`src/rtl/adaptive_two_way_signal_timer_unit_defines.svh`:
```
// Assertion macros used by the signal timer core.
`ifndef ADAPTIVE_TWO_WAY_SIGNAL_TIMER_UNIT_DEFINES_SVH
`define ADAPTIVE_TWO_WAY_SIGNAL_TIMER_UNIT_DEFINES_SVH

`ifndef SYNTHESIS
// Property must hold at every rising clock edge outside reset.
`define ATWST_ASSERT(lbl, clk, rstn, prop, msg) \
  lbl: assert property (@(posedge clk) disable iff (!rstn) prop) \
    else $error(msg);
// Condition must never be true outside reset.
`define ATWST_NEVER(lbl, clk, rstn, cond, msg) \
  lbl: assert property (@(posedge clk) disable iff (!rstn) !(cond)) \
    else $error(msg);
`else
`define ATWST_ASSERT(lbl, clk, rstn, prop, msg)
`define ATWST_NEVER(lbl, clk, rstn, cond, msg)
`endif

`endif

```
`src/rtl/atwst_pkg.sv`:
```
// Types and constants of the adaptive two-way signal timer.
`default_nettype none

package atwst_pkg;

  // Queue ceiling; counts are 8 bits wide, so the cap never exceeds 255
  localparam int unsigned MaxQueue = 255;
  localparam logic [7:0]  QueueCap = 8'((MaxQueue < 255) ? MaxQueue : 255);

  // Load is queue * 100 against percent * green
  localparam int unsigned LoadScale = 100;
  localparam int unsigned LoadW     = 15;
  localparam int unsigned HiThrW    = 16;
  localparam int unsigned LoThrW    = 15;

  // Register reset values
  localparam logic [7:0] StdGreenRst = 8'd20;
  localparam logic [7:0] MaxGreenRst = 8'd255;
  localparam logic [6:0] HighPctRst  = 7'd70;
  localparam logic [6:0] LowPctRst   = 7'd50;

  // APB map: one 32-bit register per word
  localparam int unsigned AddrW = 4;
  localparam int unsigned DataW = 32;

  typedef enum logic [1:0] {
    CfgStdGreen = 2'd0,
    CfgMaxGreen = 2'd1,
    CfgHighPct  = 2'd2,
    CfgLowPct   = 2'd3
  } cfg_idx_e;

  typedef struct packed {
    logic [7:0] std_green;
    logic [7:0] max_green;
    logic [6:0] high_pct;
    logic [6:0] low_pct;
  } cfg_t;

endpackage

`default_nettype wire

```
`src/rtl/atwst_intf.sv`:
```
// Valid/ready channel interfaces for arrivals and timer results.
`default_nettype none

interface atwst_in_if;
  logic valid;
  logic ready;
  logic arrive_a;
  logic arrive_b;

  modport source (output valid, output arrive_a, output arrive_b, input ready);
  modport sink   (input valid, input arrive_a, input arrive_b, output ready);
endinterface

interface atwst_out_if;
  logic       valid;
  logic       ready;
  logic       side_now;
  logic [7:0] remaining;
  logic       switched;
  logic [7:0] queue_a;
  logic [7:0] queue_b;
  logic [7:0] green_a;
  logic [7:0] green_b;

  modport source (output valid, output side_now, output remaining, output switched,
                  output queue_a, output queue_b, output green_a, output green_b,
                  input ready);
  modport sink   (input valid, input side_now, input remaining, input switched,
                  input queue_a, input queue_b, input green_a, input green_b,
                  output ready);
endinterface

`default_nettype wire

```
`src/rtl/atwst_cfg.sv`:
```
// APB register file holding the timer configuration.
`default_nettype none

module atwst_cfg (
  input  wire logic                        clk_i,
  input  wire logic                        rst_ni,
  input  wire logic                        psel,
  input  wire logic                        penable,
  input  wire logic                        pwrite,
  input  wire logic [atwst_pkg::AddrW-1:0] paddr,
  input  wire logic [atwst_pkg::DataW-1:0] pwdata,
  output logic      [atwst_pkg::DataW-1:0] prdata,
  output logic                             pready,
  output atwst_pkg::cfg_t                  cfg_o
);

  atwst_pkg::cfg_t     cfg_q, cfg_d;
  atwst_pkg::cfg_idx_e idx;
  logic                wr_en;

  assign idx    = atwst_pkg::cfg_idx_e'(paddr[3:2]);
  assign wr_en  = psel && penable && pwrite;
  assign pready = 1'b1;
  assign cfg_o  = cfg_q;

  // Write decode
  always_comb begin
    cfg_d = cfg_q;
    if (wr_en) begin
      unique case (idx)
        atwst_pkg::CfgStdGreen: cfg_d.std_green = pwdata[7:0];
        atwst_pkg::CfgMaxGreen: cfg_d.max_green = pwdata[7:0];
        atwst_pkg::CfgHighPct:  cfg_d.high_pct  = pwdata[6:0];
        atwst_pkg::CfgLowPct:   cfg_d.low_pct   = pwdata[6:0];
        default:                cfg_d = cfg_q;
      endcase
    end
  end

  always_ff @(posedge clk_i or negedge rst_ni) begin
    if (!rst_ni) begin
      cfg_q.std_green <= atwst_pkg::StdGreenRst;
      cfg_q.max_green <= atwst_pkg::MaxGreenRst;
      cfg_q.high_pct  <= atwst_pkg::HighPctRst;
      cfg_q.low_pct   <= atwst_pkg::LowPctRst;
    end else begin
      cfg_q <= cfg_d;
    end
  end

  // Read mux
  always_comb begin
    unique case (idx)
      atwst_pkg::CfgStdGreen: prdata = {24'd0, cfg_q.std_green};
      atwst_pkg::CfgMaxGreen: prdata = {24'd0, cfg_q.max_green};
      atwst_pkg::CfgHighPct:  prdata = {25'd0, cfg_q.high_pct};
      atwst_pkg::CfgLowPct:   prdata = {25'd0, cfg_q.low_pct};
      default:                prdata = '0;
    endcase
  end

endmodule

`default_nettype wire

```
`src/rtl/atwst_adapt.sv`:
```
// Green length adaptation of the side whose phase is ending.
`default_nettype none

module atwst_adapt (
  input  wire logic [7:0]      queue_i,
  input  wire logic [7:0]      green_i,
  input  wire atwst_pkg::cfg_t cfg_i,
  output logic      [7:0]      green_o
);

  logic [atwst_pkg::LoadW-1:0]  load;
  logic [atwst_pkg::HiThrW-1:0] hi_thr;
  logic [8:0]                   stretched;
  logic [7:0]                   capped;
  logic [atwst_pkg::LoThrW-1:0] lo_thr_keep;
  logic [atwst_pkg::LoThrW-1:0] lo_thr_cap;
  logic                         do_stretch;
  logic [7:0]                   green_mid;
  logic [atwst_pkg::LoThrW-1:0] lo_thr;

  // Load and stretch threshold in parallel
  assign load   = atwst_pkg::LoadW'(queue_i) * atwst_pkg::LoadW'(atwst_pkg::LoadScale);
  assign hi_thr = (atwst_pkg::HiThrW'(cfg_i.high_pct) + atwst_pkg::HiThrW'(1))
                  * atwst_pkg::HiThrW'(green_i);
  assign do_stretch = atwst_pkg::HiThrW'(load) >= hi_thr;

  // Green plus half, capped at the ceiling
  assign stretched = {1'b0, green_i} + {2'b00, green_i[7:1]};
  assign capped    = (stretched > {1'b0, cfg_i.max_green}) ? cfg_i.max_green
                                                           : stretched[7:0];

  // Low threshold for both candidate greens, picked after the stretch test
  assign lo_thr_keep = atwst_pkg::LoThrW'(cfg_i.low_pct) * atwst_pkg::LoThrW'(green_i);
  assign lo_thr_cap  = atwst_pkg::LoThrW'(cfg_i.low_pct) * atwst_pkg::LoThrW'(capped);

  assign green_mid = do_stretch ? capped : green_i;
  assign lo_thr    = do_stretch ? lo_thr_cap : lo_thr_keep;
  assign green_o   = (load < lo_thr) ? cfg_i.std_green : green_mid;

endmodule

`default_nettype wire

```
`src/rtl/atwst_core.sv`:
```
// Tick pipeline: input register, timer state update and result register.
`default_nettype none
`include "adaptive_two_way_signal_timer_unit_defines.svh"

module atwst_core (
  input  wire logic            clk_i,
  input  wire logic            rst_ni,
  input  wire atwst_pkg::cfg_t cfg_i,
  atwst_in_if.sink             item_in,
  atwst_out_if.source          result_out
);

  // Input stage
  logic in_vld_q;
  logic arr_a_q, arr_b_q;
  logic adv;

  // Timer state
  logic [7:0] qa_q, qb_q, qa_d, qb_d;
  logic [7:0] ga_q, gb_q, ga_d, gb_d;
  logic [7:0] ticks_q, ticks_d;
  logic       side_q, side_d;

  // Result stage
  logic       out_vld_q;
  logic       sw_q, sw_d;

  // Intermediate tick values
  logic [7:0] qa_arr, qb_arr;
  logic       expired;
  logic [7:0] serve_cnt, serve_g, g_new, ticks_load;

  assign adv           = in_vld_q && (!out_vld_q || result_out.ready);
  assign item_in.ready = !in_vld_q || adv;

  always_ff @(posedge clk_i or negedge rst_ni) begin
    if (!rst_ni) begin
      in_vld_q <= 1'b0;
    end else if (item_in.valid && item_in.ready) begin
      in_vld_q <= 1'b1;
    end else if (adv) begin
      in_vld_q <= 1'b0;
    end
  end

  always_ff @(posedge clk_i) begin
    if (item_in.valid && item_in.ready) begin
      arr_a_q <= item_in.arrive_a;
      arr_b_q <= item_in.arrive_b;
    end
  end

  // Arrivals saturate at the queue cap
  assign qa_arr = (arr_a_q && (qa_q < atwst_pkg::QueueCap)) ? qa_q + 8'd1 : qa_q;
  assign qb_arr = (arr_b_q && (qb_q < atwst_pkg::QueueCap)) ? qb_q + 8'd1 : qb_q;

  // Adapt the side whose green just ran out
  assign expired   = (ticks_q == 8'd0);
  assign serve_cnt = side_q ? qb_arr : qa_arr;
  assign serve_g   = side_q ? gb_q : ga_q;

  atwst_adapt u_adapt (
    .queue_i (serve_cnt),
    .green_i (serve_g),
    .cfg_i   (cfg_i),
    .green_o (g_new)
  );

  // Next state; the incoming side's green is never adapted on its switch tick
  always_comb begin
    ga_d       = (expired && !side_q) ? g_new : ga_q;
    gb_d       = (expired &&  side_q) ? g_new : gb_q;
    side_d     = side_q ^ expired;
    sw_d       = expired;
    ticks_load = expired ? (side_q ? ga_q : gb_q) : ticks_q;
    ticks_d    = (ticks_load != 8'd0) ? ticks_load - 8'd1 : 8'd0;
    qa_d       = (!side_d && (qa_arr != 8'd0)) ? qa_arr - 8'd1 : qa_arr;
    qb_d       = ( side_d && (qb_arr != 8'd0)) ? qb_arr - 8'd1 : qb_arr;
  end

  always_ff @(posedge clk_i or negedge rst_ni) begin
    if (!rst_ni) begin
      qa_q    <= 8'd0;
      qb_q    <= 8'd0;
      ga_q    <= atwst_pkg::StdGreenRst;
      gb_q    <= atwst_pkg::StdGreenRst;
      side_q  <= 1'b0;
      ticks_q <= atwst_pkg::StdGreenRst;
    end else if (adv) begin
      qa_q    <= qa_d;
      qb_q    <= qb_d;
      ga_q    <= ga_d;
      gb_q    <= gb_d;
      side_q  <= side_d;
      ticks_q <= ticks_d;
    end
  end

  // Result register
  always_ff @(posedge clk_i or negedge rst_ni) begin
    if (!rst_ni) begin
      out_vld_q <= 1'b0;
    end else if (adv) begin
      out_vld_q <= 1'b1;
    end else if (result_out.ready) begin
      out_vld_q <= 1'b0;
    end
  end

  always_ff @(posedge clk_i) begin
    if (adv) begin
      sw_q <= sw_d;
    end
  end

  // State registers hold exactly the last delivered values
  assign result_out.valid     = out_vld_q;
  assign result_out.side_now  = side_q;
  assign result_out.remaining = ticks_q;
  assign result_out.switched  = sw_q;
  assign result_out.queue_a   = qa_q;
  assign result_out.queue_b   = qb_q;
  assign result_out.green_a   = ga_q;
  assign result_out.green_b   = gb_q;

  // Checks
  `ATWST_NEVER(a_queue_cap, clk_i, rst_ni, (qa_q > atwst_pkg::QueueCap) || (qb_q > atwst_pkg::QueueCap), "queue above cap")
  `ATWST_ASSERT(a_side_hold, clk_i, rst_ni, (adv && !expired) |=> $stable(side_q), "side changed mid phase")
  `ATWST_ASSERT(a_side_flip, clk_i, rst_ni, (adv && expired) |=> (side_q != $past(side_q)), "side did not toggle")
  `ATWST_NEVER(a_no_overrun, clk_i, rst_ni, item_in.ready && in_vld_q && out_vld_q && !result_out.ready, "input taken while stalled")

endmodule

`default_nettype wire

```
`src/rtl/adaptive_two_way_signal_timer_unit.sv`:
```
// Top level of the adaptive two-way signal timer.
`default_nettype none

// Two-way signal timer advanced by one tick per arrival transfer. Each transfer
// carries the arrival bits of sides A and B and yields exactly one result
// transfer with the serving side, the countdown, the switch flag, both queue
// counts and both green lengths after that tick. The block takes one tick per
// clock cycle while the result side is not stalled; a tick passes the input
// register, then the timer state and result registers, which load together,
// and waits in the input register while the output is stalled. The rate is
// set by the update of the timer state (queues, countdown, side and green
// lengths), which feeds the next tick directly.
// Configuration (standard green, green ceiling, high and low load percent) is
// written over APB by the user only while no tick is in flight; the block does not enforce it.
module adaptive_two_way_signal_timer_unit (
  input  wire logic                        clk_i,
  input  wire logic                        rst_ni,
  input  wire logic                        psel,
  input  wire logic                        penable,
  input  wire logic                        pwrite,
  input  wire logic [atwst_pkg::AddrW-1:0] paddr,
  input  wire logic [atwst_pkg::DataW-1:0] pwdata,
  output logic      [atwst_pkg::DataW-1:0] prdata,
  output logic                             pready,
  atwst_in_if.sink                         item_in,
  atwst_out_if.source                      result_out
);

  atwst_pkg::cfg_t cfg;

  atwst_cfg u_cfg (
    .clk_i   (clk_i),
    .rst_ni  (rst_ni),
    .psel    (psel),
    .penable (penable),
    .pwrite  (pwrite),
    .paddr   (paddr),
    .pwdata  (pwdata),
    .prdata  (prdata),
    .pready  (pready),
    .cfg_o   (cfg)
  );

  atwst_core u_core (
    .clk_i      (clk_i),
    .rst_ni     (rst_ni),
    .cfg_i      (cfg),
    .item_in    (item_in),
    .result_out (result_out)
  );

endmodule

`default_nettype wire

```
`src/flat_wrapper.sv`:
```
// flat-port wrapper written by rule: the top's interface ports become plain ports
module adaptive_two_way_signal_timer_unit_flat 
  (clk_i, rst_ni, psel, penable, pwrite, paddr, pwdata, prdata, pready, item_in_valid, item_in_arrive_a, item_in_arrive_b, item_in_ready, result_out_valid, result_out_side_now, result_out_remaining, result_out_switched, result_out_queue_a, result_out_queue_b, result_out_green_a, result_out_green_b, result_out_ready);
  atwst_in_if item_in_i ();
  atwst_out_if result_out_i ();
  input  wire logic clk_i;
  input  wire logic rst_ni;
  input  wire logic psel;
  input  wire logic penable;
  input  wire logic pwrite;
  input  wire logic [atwst_pkg::AddrW-1:0] paddr;
  input  wire logic [atwst_pkg::DataW-1:0] pwdata;
  output logic      [atwst_pkg::DataW-1:0] prdata;
  output logic pready;
  input wire logic [$bits(item_in_i.valid)-1:0] item_in_valid;
  input wire logic [$bits(item_in_i.arrive_a)-1:0] item_in_arrive_a;
  input wire logic [$bits(item_in_i.arrive_b)-1:0] item_in_arrive_b;
  output wire logic [$bits(item_in_i.ready)-1:0] item_in_ready;
  output wire logic [$bits(result_out_i.valid)-1:0] result_out_valid;
  output wire logic [$bits(result_out_i.side_now)-1:0] result_out_side_now;
  output wire logic [$bits(result_out_i.remaining)-1:0] result_out_remaining;
  output wire logic [$bits(result_out_i.switched)-1:0] result_out_switched;
  output wire logic [$bits(result_out_i.queue_a)-1:0] result_out_queue_a;
  output wire logic [$bits(result_out_i.queue_b)-1:0] result_out_queue_b;
  output wire logic [$bits(result_out_i.green_a)-1:0] result_out_green_a;
  output wire logic [$bits(result_out_i.green_b)-1:0] result_out_green_b;
  input wire logic [$bits(result_out_i.ready)-1:0] result_out_ready;
  assign item_in_i.valid = item_in_valid;
  assign item_in_i.arrive_a = item_in_arrive_a;
  assign item_in_i.arrive_b = item_in_arrive_b;
  assign item_in_ready = item_in_i.ready;
  assign result_out_valid = result_out_i.valid;
  assign result_out_side_now = result_out_i.side_now;
  assign result_out_remaining = result_out_i.remaining;
  assign result_out_switched = result_out_i.switched;
  assign result_out_queue_a = result_out_i.queue_a;
  assign result_out_queue_b = result_out_i.queue_b;
  assign result_out_green_a = result_out_i.green_a;
  assign result_out_green_b = result_out_i.green_b;
  assign result_out_i.ready = result_out_ready;
  adaptive_two_way_signal_timer_unit u_core (.clk_i(clk_i), .rst_ni(rst_ni), .psel(psel), .penable(penable), .pwrite(pwrite), .paddr(paddr), .pwdata(pwdata), .prdata(prdata), .pready(pready), .item_in(item_in_i), .result_out(result_out_i));
endmodule
```
`config.mk`:
```
export PLATFORM = sky130hd
export DESIGN_NAME = adaptive_two_way_signal_timer_unit_flat
export DESIGN_NICKNAME = d
export VERILOG_FILES = /design/src/rtl/atwst_pkg.sv /design/src/rtl/atwst_intf.sv /design/src/rtl/atwst_cfg.sv /design/src/rtl/atwst_adapt.sv /design/src/rtl/atwst_core.sv /design/src/rtl/adaptive_two_way_signal_timer_unit.sv /design/src/flat_wrapper.sv
export VERILOG_INCLUDE_DIRS = /design/src /design/src/rtl
export SDC_FILE = /design/constraint.sdc
export NUM_CORES = 1
export LEC_CHECK = 0
export ABC_AREA = 1
export ABC_CLOCK_PERIOD_IN_PS = 12200
export BUFFER_PORTS_ARGS = -buffer_cell sky130_fd_sc_hd__buf_2
export CORE_MARGIN = 5
export CORE_UTILIZATION = 45
export DETAILED_ROUTE_END_ITERATION = 10
export HOLD_SLACK_MARGIN = 0.03
export PLACE_DENSITY = 0.6
export SYNTH_ARGS = -nofsm -noshare
export SYNTH_HDL_FRONTEND = slang
export SYNTH_SLANG_ARGS = --single-unit
```
`constraint.sdc`:
```
create_clock -name clk_i -period 12.2 [get_ports clk_i]
set_input_delay 0.61 -clock clk_i [delete_from_list [all_inputs] [get_ports clk_i]]
set_output_delay 0.61 -clock clk_i [all_outputs]
set_load 0.02 [all_outputs]
```
==> reports/metrics.csv <==
metric;value;unit
synth_cells;1621;
fmax;93.8;MHz
grt_usage;0.205;
layout_common_cells;377 x nand2_1, 288 x inv_1, 182 x ha_1, 141 x nor2_1, 98 x fa_1;
synthSimpleGateAreaFrac;0.212;
dr.pass1.iters;5;
status;finished, final reports clean;
first_iter_violations;677;
drt_wl_total;30600;um
via_count;10300;
grt_first_pass_wirelength;51200;um
num_rows;60;
cts_hold_buf;0;
fin_area;0.0130;mm2
layout_min_cycle_time;10.66;ns
coreArea;0.0267;mm2
tns;0;ns
finClkSkew;0.0102;ns
max_slew_margin;0.300;
synth_compound_area_frac;0.102;
grt_max_degree;71;
synth_ff_type;dfrtp_1;
setup_viol;0;
cts_buffers;9;
area_growth;7.73;%
critPathSlowestCell;o21ai_1;
drcViolationCount;0;
die_w;174;um
postCtsSetupRepairBufs;0;
synthXorXnorAreaFrac;0.0541;
wire_per_inst;15.1;um
synth_top_family_by_area;adder cells;
grt_overflow_total;0;
path_clk_slew;0.07;ns
n_antenna_cell;0;
path_delay_family;adder cells;
fin_nets;2007;
io_pins;122;
synth_edf_count;3;
critPathCaptureType;flop;
viasPerCell;5.10;
synth_cell_type_count;54;
dp_hpwl;25200;um
post_synth_instance_area;0.0121;mm2
critPathBufInv;7;
synth_seq_area_share;0.161;
max_slew.worst_pin.slew;1.04;ns
required;12.49;ns
antenna_found_initial;0;
start_kind;flop;
crit_path_max_fanout;28;
grt_pass1_vias;10200;
ys_ff_latch;76;
mostFrequentLayoutCell;nand2_1;
clk_path_buf_depth;2;
drtAntennaViolNets;0;
die_h;174;um
async_reset_ff_frac;0.961;
crit_top_cell;nand2_1;
synth_area_per_cell;7.47;um2
finalHoldViolCount;0;
grt_setup_unrepaired;no;
final.period_utilization;0.873;
cpPeakStageDelay;0.75;ns
hold_class;in2async;
post_cts_resized;0;
drive_gt1_frac;0.0901;
cts_max_level;3;
clk_latency;0.35;ns
initial_core_util;0.453;
synth_mux_area_frac;0.000827;
die_area;0.0303;mm2
cts_tree;yes;
yosysWarnings;0;
setup.worst_path.class;reg2reg;
synth_adder_area_share;0.350;
post_dp_cell_area;0.0127;mm2
cts_sinks;76;
gp_congestion;0.863;
worst-endpoint-arrival;10.94;ns
ctsRootBufferMaster;clkbuf_16;
drv_cap;0;
io_buffer_count;70;
drv_slew;0;
## sequential cells by signal (all words and copies together) (netlist names)
name	count
u_core.u_cfg.cfg_o	30
u_core.u_core.result_out.green_a	8
u_core.u_core.result_out.green_b	8
u_core.u_core.result_out.queue_a	8
u_core.u_core.result_out.queue_b	8
u_core.u_core.result_out.remaining	8
u_core.u_core.arr_a_q	1
u_core.u_core.arr_b_q	1
u_core.u_core.in_vld_q	1
u_core.u_core.result_out.side_now	1
u_core.u_core.result_out.switched	1
u_core.u_core.result_out.valid	1
## cell type report
type                       instances  area (um2)
fill                            2767       13700
multi-input combinational       1216        8810
sequential                        76        1940
inverter                         297        1110
timing repair buffer              82         443
tap                              341         427
clock buffer                       9         225
clock inverter                     7        76.3
## cell families after synthesis
group / after synthesis
buffers and inverters: 352
muxes: 1
AOI/OAI and AO/OA: 219
xor gates and xnor gates: 73
adders and majority gates: 280
other: 2
DFF: 76
and+or+nand+nor: 618
## synth_stat cells, types with 6 or more instances
master	instances	area, um2
o21bai_1	11	82.6
clkinv_1	7	26.3
o2111ai_1	7	61.3
o21ai_1	14	70.1
o21ai_0	84	420
inv_1	288	1080
nand2_2	6	37.5
nand4_1	10	62.6
nand3_1	53	265
nor2_1	141	529
a21oi_1	68	340
ha_1	182	2280
dfrtp_1	51	1280
xnor2_1	22	193
dfstp_2	22	578
xor2_1	49	429
buf_4	26	195
a31oi_1	9	56.3
o21a_1	8	60.1
fa_1	98	1960
nor3_1	7	35.0
clkbuf_1	23	86.3
nand2_1	377	1420
## final timing paths
kind	from	depth (start not counted)	endpoint	slack [ns]
min in group clk_i	item_in_arrive_a	1	u_core.u_core.arr_a_q$_DFFE_PP_	0.44
hold reg to reg	u_core.u_core.result_out.green_b[2]$_DFFE_PN1P_	2	u_core.u_core.result_out.green_b[2]$_DFFE_PN1P_	0.48
setup / recovery	u_core.u_core.result_out.side_now$_DFFE_PN0P_	47	u_core.u_core.result_out.green_a[0]$_DFFE_PN0P_	1.54
hold / removal	rst_ni	1	u_core.u_core.result_out.queue_a[7]$_DFFE_PN0P_	0.05
setup reg to reg	u_core.u_core.result_out.side_now$_DFFE_PN0P_	47	u_core.u_core.result_out.green_a[0]$_DFFE_PN0P_	1.54
max in group asynchronous	rst_ni	2	u_core.u_cfg.cfg_o[3]$_DFFE_PN0P_	11.07
## per-layer routing
layer	part of all wire	up-vias	track usage
met5	0	-	0
met4	0.022	0	0.0468
met3	0.041	40	0.0224
met2	0.48	249	0.350
met1	0.46	4887	0.280
li1	-	5172	-
## stage by stage
stage,setup WS (ns),hold slack (ns),util,std cells
3_5_place_dp,1.67,0.406,0.477,2012
4_1_cts,1.62,0.0382,0.488,2028
5_1_grt,0.716,0.0358,0.488,2028
2_1_floorplan,3.15,0.314,-,1644
3_3_place_gp,1.83,0.404,0.477,2012
6_report,1.54,0.0453,0.488,2028
Power is left out: the tool's default activity adds up to more than one toggle a clock period on the data nets, which glitch-free logic cannot reach.
